## config.mk

```make
export PLATFORM = sky130hd
export DESIGN_NAME = wsb_steer
export DESIGN_NICKNAME = d
export VERILOG_FILES = /design/src/wsb_pkg.sv /design/src/wsb_steer.sv
export SDC_FILE = /design/constraint.sdc
export NUM_CORES = 2
export LEC_CHECK = 0
export ABC_AREA = 1
export BUFFER_PORTS_ARGS = -buffer_cell sky130_fd_sc_hd__buf_2
export CAP_MARGIN = 40
export CORE_MARGIN = 5
export CORE_UTILIZATION = 35
export DETAILED_ROUTE_END_ITERATION = 16
export GPL_ROUTABILITY_DRIVEN = 0
export SYNTH_ARGS = -nofsm -noshare
export SYNTH_HDL_FRONTEND = slang
export SYNTH_SLANG_ARGS = --single-unit
```

## constraint.sdc

```tcl
create_clock -name clk -period 9.7 [get_ports clk]
set_input_delay 0 -clock clk [delete_from_list [all_inputs] [get_ports clk]]
set_output_delay 0 -clock clk [all_outputs]
set_load 0.01 [all_outputs]
```

## src/wsb_pkg.sv

```systemverilog
// Shared types and constants for the waypoint steering block.
package wsb_pkg;

  localparam logic [1:0] REQ_ODOM    = 2'd0;
  localparam logic [1:0] REQ_ADVANCE = 2'd1;
  localparam logic [1:0] REQ_START   = 2'd2;

  localparam logic [2:0] ACT_NONE     = 3'd0;
  localparam logic [2:0] ACT_DRIVE    = 3'd1;
  localparam logic [2:0] ACT_STOP     = 3'd2;
  localparam logic [2:0] ACT_WALL     = 3'd3;
  localparam logic [2:0] ACT_DONE     = 3'd4;
  localparam logic [2:0] ACT_EMPTY    = 3'd5;
  localparam logic [2:0] ACT_OVERFLOW = 3'd6;

  localparam logic [0:0] ADDR_THRESHOLD = 1'd0;
  localparam logic [0:0] ADDR_SPEED     = 1'd1;

  // Steering request to the arithmetic unit and its answer.
  typedef struct packed {
    logic               start;
    logic signed [17:0] dx;
    logic signed [17:0] dy;
    logic [15:0]        speed;
  } steer_req_t;

  typedef struct packed {
    logic               done;
    logic signed [15:0] vx;
    logic signed [15:0] vy;
  } steer_rsp_t;

endpackage

```

## src/wsb_steer.sv

```systemverilog
// Iterative square root and two restoring divisions that compute the velocity.
module wsb_steer (
  input  logic                clk,
  input  logic                rst,
  input  wsb_pkg::steer_req_t req,
  output wsb_pkg::steer_rsp_t rsp
);

  typedef enum logic [4:0] {
    S_IDLE = 5'b00001,
    S_SQ   = 5'b00010,
    S_SQRT = 5'b00100,
    S_DIV  = 5'b01000,
    S_OUT  = 5'b10000
  } state_t;

  state_t      state;
  logic [17:0] ax;
  logic [17:0] ay;
  logic        nx;
  logic        ny;
  logic [15:0] speed;
  logic [36:0] rem;
  logic [36:0] root;
  logic [36:0] bit_m;
  logic [5:0]  cnt;
  logic [33:0] numx;
  logic [33:0] numy;
  logic [33:0] qx;
  logic [33:0] qy;
  logic [34:0] rx;
  logic [34:0] ry;
  logic [36:0] sq;
  logic [34:0] rx_sh;
  logic [34:0] ry_sh;
  logic [15:0] satx;
  logic [15:0] saty;

  assign rx_sh = {rx[33:0], numx[33]};
  assign ry_sh = {ry[33:0], numy[33]};

  always_comb begin
    if (nx) begin
      satx = (qx > 34'd32768) ? 16'h8000 : 16'(-qx);
    end else begin
      satx = (qx > 34'd32767) ? 16'h7fff : qx[15:0];
    end
    if (ny) begin
      saty = (qy > 34'd32768) ? 16'h8000 : 16'(-qy);
    end else begin
      saty = (qy > 34'd32767) ? 16'h7fff : qy[15:0];
    end
  end

  always_ff @(posedge clk) begin
    if (rst) begin
      state <= S_IDLE;
      rsp.done <= 1'b0;
    end else begin
      rsp.done <= 1'b0;
      case (state)
        S_IDLE: begin
          if (req.start) begin
            nx    <= req.dx[17];
            ny    <= req.dy[17];
            ax    <= req.dx[17] ? 18'(-req.dx) : req.dx;
            ay    <= req.dy[17] ? 18'(-req.dy) : req.dy;
            speed <= req.speed;
            cnt   <= 6'd0;
            state <= S_SQ;
          end
        end
        S_SQ: begin
          if (cnt == 6'd0) begin
            sq  <= 37'(ax * ax);
            cnt <= 6'd1;
          end else begin
            rem   <= sq + 37'(ay * ay);
            root  <= 37'd0;
            bit_m <= 37'd1 << 36;
            numx  <= 34'(ax * speed);
            cnt   <= 6'd0;
            state <= S_SQRT;
          end
        end
        S_SQRT: begin
          if (cnt == 6'd0) begin
            numy <= 34'(ay * speed);
            cnt  <= 6'd1;
          end
          if (rem >= root + bit_m) begin
            rem  <= rem - (root + bit_m);
            root <= (root >> 1) + bit_m;
          end else begin
            root <= root >> 1;
          end
          bit_m <= bit_m >> 2;
          if (bit_m[0]) begin
            state <= S_DIV;
          end
        end
        S_DIV: begin
          if (root == 37'd0) begin
            qx    <= 34'd0;
            qy    <= 34'd0;
            state <= S_OUT;
          end else begin
            // Add half the divisor once, then divide bit by bit.
            if (cnt == 6'd1) begin
              numx <= numx + 34'(root >> 1);
              numy <= numy + 34'(root >> 1);
              rx   <= 35'd0;
              ry   <= 35'd0;
              cnt  <= 6'd35;
            end else begin
              numx <= numx << 1;
              numy <= numy << 1;
              if (rx_sh >= 35'(root)) begin
                rx <= rx_sh - 35'(root);
                qx <= {qx[32:0], 1'b1};
              end else begin
                rx <= rx_sh;
                qx <= {qx[32:0], 1'b0};
              end
              if (ry_sh >= 35'(root)) begin
                ry <= ry_sh - 35'(root);
                qy <= {qy[32:0], 1'b1};
              end else begin
                ry <= ry_sh;
                qy <= {qy[32:0], 1'b0};
              end
              cnt <= cnt - 6'd1;
              if (cnt == 6'd2) begin
                state <= S_OUT;
              end
            end
          end
        end
        S_OUT: begin
          rsp.vx   <= satx;
          rsp.vy   <= saty;
          rsp.done <= 1'b1;
          state    <= S_IDLE;
        end
        default: state <= S_IDLE;
      endcase
    end
  end

endmodule

```

==> results.json <==
{
  "outcome": "completed",
  "final.setup.worst_slack_ns": 3.104,
  "crit_path_max_incr_delay_ns": 0.85,
  "synth_common_cells": "nand2_1 (2896), inv_1 (2584), fa_1 (911), nor2_1 (850), ha_1 (660)",
  "dpl-instance-area_sq_mm": 0.07933,
  "syn2layout_area_growth_pct": 8.680,
  "first_pass_iters": 9,
  "grt_max_degree": 71,
  "dp_hpwl_mm": 175.3,
  "start_util_pct": 35.21,
  "synth-seq-area-share_pct": 16.99,
  "pre_cts_slack_ns": 3.180,
  "detail-route-antenna-nets": 0,
  "cts_tree": "done",
  "cts-htree-levels": 2,
  "yosysWarnings": 0,
  "nNetsFinal": 12246,
  "clock_sinks": 430,
  "cp_top_family": "adder cells",
  "post-route-period-util_pct": 68.00,
  "num_vias": 65852,
  "synth.avg_cell_area_sq_um": 7.153,
  "drt_iter0_drc": 5148,
  "synth_edf_count": 424,
  "crit_buf_inv": 7,
  "critPathCaptureType": "flip-flop",
  "ys_top_cells_by_area": "fa_1 (24%), edfxtp_1 (17%), nand2_1 (14%)",
  "design_area_sq_mm": 0.08222,
  "setup_viol": 0,
  "path_cells": "buf_4 -> nand2_1 -> fa_1 -> inv_1 -> fa_1 -> inv_1 -> fa_1 -> inv_1 -> fa_1 -> fa_1 -> inv_1 -> fa_1 -> inv_1 -> ha_1 -> nand2_1 -> nor2_1 -> inv_1 -> nor3_1 -> nand4_1 -> nand3_1 -> nand2_1 -> nand3_1 -> nand3_1",
  "core-area_sq_mm": 0.2148,
  "worstSetupPathType": "reg -> reg",
  "gr-usage-all-layers_pct": 19.66,
  "grt_overflow": 0,
  "die_area_sq_mm": 0.2255,
  "fp.dieW_microns": 474.9,
  "worstMarginPinSlew_ns": 0.8888,
  "clk_pin_slew_ns": 0.07,
  "synthFlopType": "edfxtp_1",
  "fp.dieH_microns": 474.9,
  "fmax_ghz": 0.1516,
  "wl_mm": 221.3,
  "synth_cells": 10577,
  "relSlewSlack_pct": 40.12,
  "path_max_fanout": 19,
  "syn_area_sq_mm": 0.07565,
  "synth.most_common_cell": "nand2_1",
  "numCtsBuffers": 56,
  "synth.largest_area_cell": "fa_1",
  "slew_violations": 0,
  "cp_data_required_time_ns": 10.17,
  "clk_latency_ns": 0.72,
  "holdWs_ns": 0.06359,
  "ioPinCount": 88,
  "cap_violations": 0,
  "tns_ns": 0,
  "wl_per_cell_microns": 16.39,
  "cp_data_arrival_time_ns": 7.07,
  "clk_path_buf_depth": 3,
  "async_flop_share_pct": 0,
  "hold_viol": 0,
  "rsz0062_at_grt": "no",
  "worst_path_max_delay_cell": "edfxtp_1",
  "hp-class": "in -> reg",
  "synth_seq_cells": 430,
  "antenna_found_initial": 3,
  "fin_crit_ns": 6.596,
  "rows": 170,
  "start_kind": "flip-flop",
  "vias_per_cell": 4.877,
  "grt_pass1_vias": 64953,
  "grt_pass1_wl_mm": 356.0,
  "yosysUniqueCellTypes": 53,
  "io_buffers": 87,
  "diodes": 0,
  "synth_nets": 12203,
  "netlist.area_leader.share_pct": 24.11,
  "drive_gt1_share_pct": 3.197,
  "cts_root_buffer": "clkbuf_16",
  "drcViolationCount": 0,
  "finalClockSkew_ns": 0.06763
}
==> worst reg2reg max path: cells and delay by family (launching register included) <==
kind | cells | cell delay, ns
flops | 1 | 0.85
fa+ha+maj | 7 | 3.48
buf+inv | 7 | 0.76
simple gates | 9 | 1.24
==> state kept, by name, indices dropped and copies added, names as in the netlist, 19 cells and up <==
name / flops
rem: 37
rsp: 33
sq: 35
ry: 34
numy: 34
root: 37
numx: 34
qx: 34
bit_m: 19
qy: 34
rx: 34
==> cells by family after synthesis <==
| kind of cell | after synthesis | synth area share (%) |
|---|---|---|
| and+or+nand+nor | 4562 | 24.59 |
| AOI/OAI and AO/OA | 907 | 6.412 |
| xor gates and xnor gates | 217 | 2.512 |
| other | 1 | 0.004957 |
| buffers and inverters | 2889 | 14.47 |
| adders and majority gates | 1571 | 35.02 |
| DFF | 430 | 16.99 |
==> layer usage <==
metal	part of all wire (%)	GRT usage, %	vias to the layer above	wire, microns
met3	7.0	2.606	370	15560
met4	3.3	5.616	0	7198
met2	44	31.91	2096	98430
met1	45	27.46	31253	100100
li1	-	-	32133	-
met5	0	0	-	0
==> layout make-up <==
| class | count | area [sq um] |
|---|---|---|
| Clock buffer | 63 | 1428 |
| Clock inverter | 40 | 500.5 |
| Fill cell | 22668 | 132600 |
| Inverter | 2593 | 9736 |
| Multi-Input combinational cell | 7258 | 51930 |
| Sequential cell | 430 | 12850 |
| Tap cell | 2838 | 3551 |
| Timing Repair Buffer | 281 | 2221 |
==> final timing paths <==
kind	from	endpoint	slack [ns]	cells after the start
worst min register to register	state[2]	state[2]	0.54	2
worst max register to register	speed[4]	numy[23]	3.10	23
worst max-delay path	speed[4]	numy[23]	3.10	23
worst min-delay path	req[1]	speed[1]	0.06	2
==> timing repair <==
| item | CTS | global route |
|---|---|---|
| endpoints found under the hold margin | 63 | 0 |
| gates resized for setup | 0 | 0 |
| buffers inserted | 0 | 0 |
| setup endpoints to repair | 0 | 0 |
| hold buffers | 96 | 0 |
==> placed cells by master, fill, tap and decap left out, types with 18 or more instances in the layout <==
cell           synthesis  layout
nand2_1             2896    2896
o21bai_1              49      49
nand4_1              102     102
a21oi_1              421     420
dlygate4sd3_1          0      96
nand3b_1              61      61
xor2_1               158     158
nor2_1               850     845
edfxtp_1             424     424
nor3_1                77      75
xnor2_1               59      59
fa_1                 911     911
buf_2                 18      88
nand3_1              493     493
buf_4                  6      90
o211ai_1              18      18
clkbuf_16              0      56
inv_1               2584    2583
ha_1                 660     660
nor4_1                18      18
a21o_1                25      25
or2_2                 21      21
o21ai_0              357     357
==> stage by stage <==
stage / utilization, % / instances
after floorplan: - / 10577
after global placement: 36.86 / 13296
after detailed placement: 36.93 / 13304
after CTS: 38.27 / 13503
after global routing: 38.27 / 13503
final: 38.27 / 13503
Power is left out: the tool's default activity adds up to more than one toggle a clock period on the data nets, which glitch-free logic cannot reach.
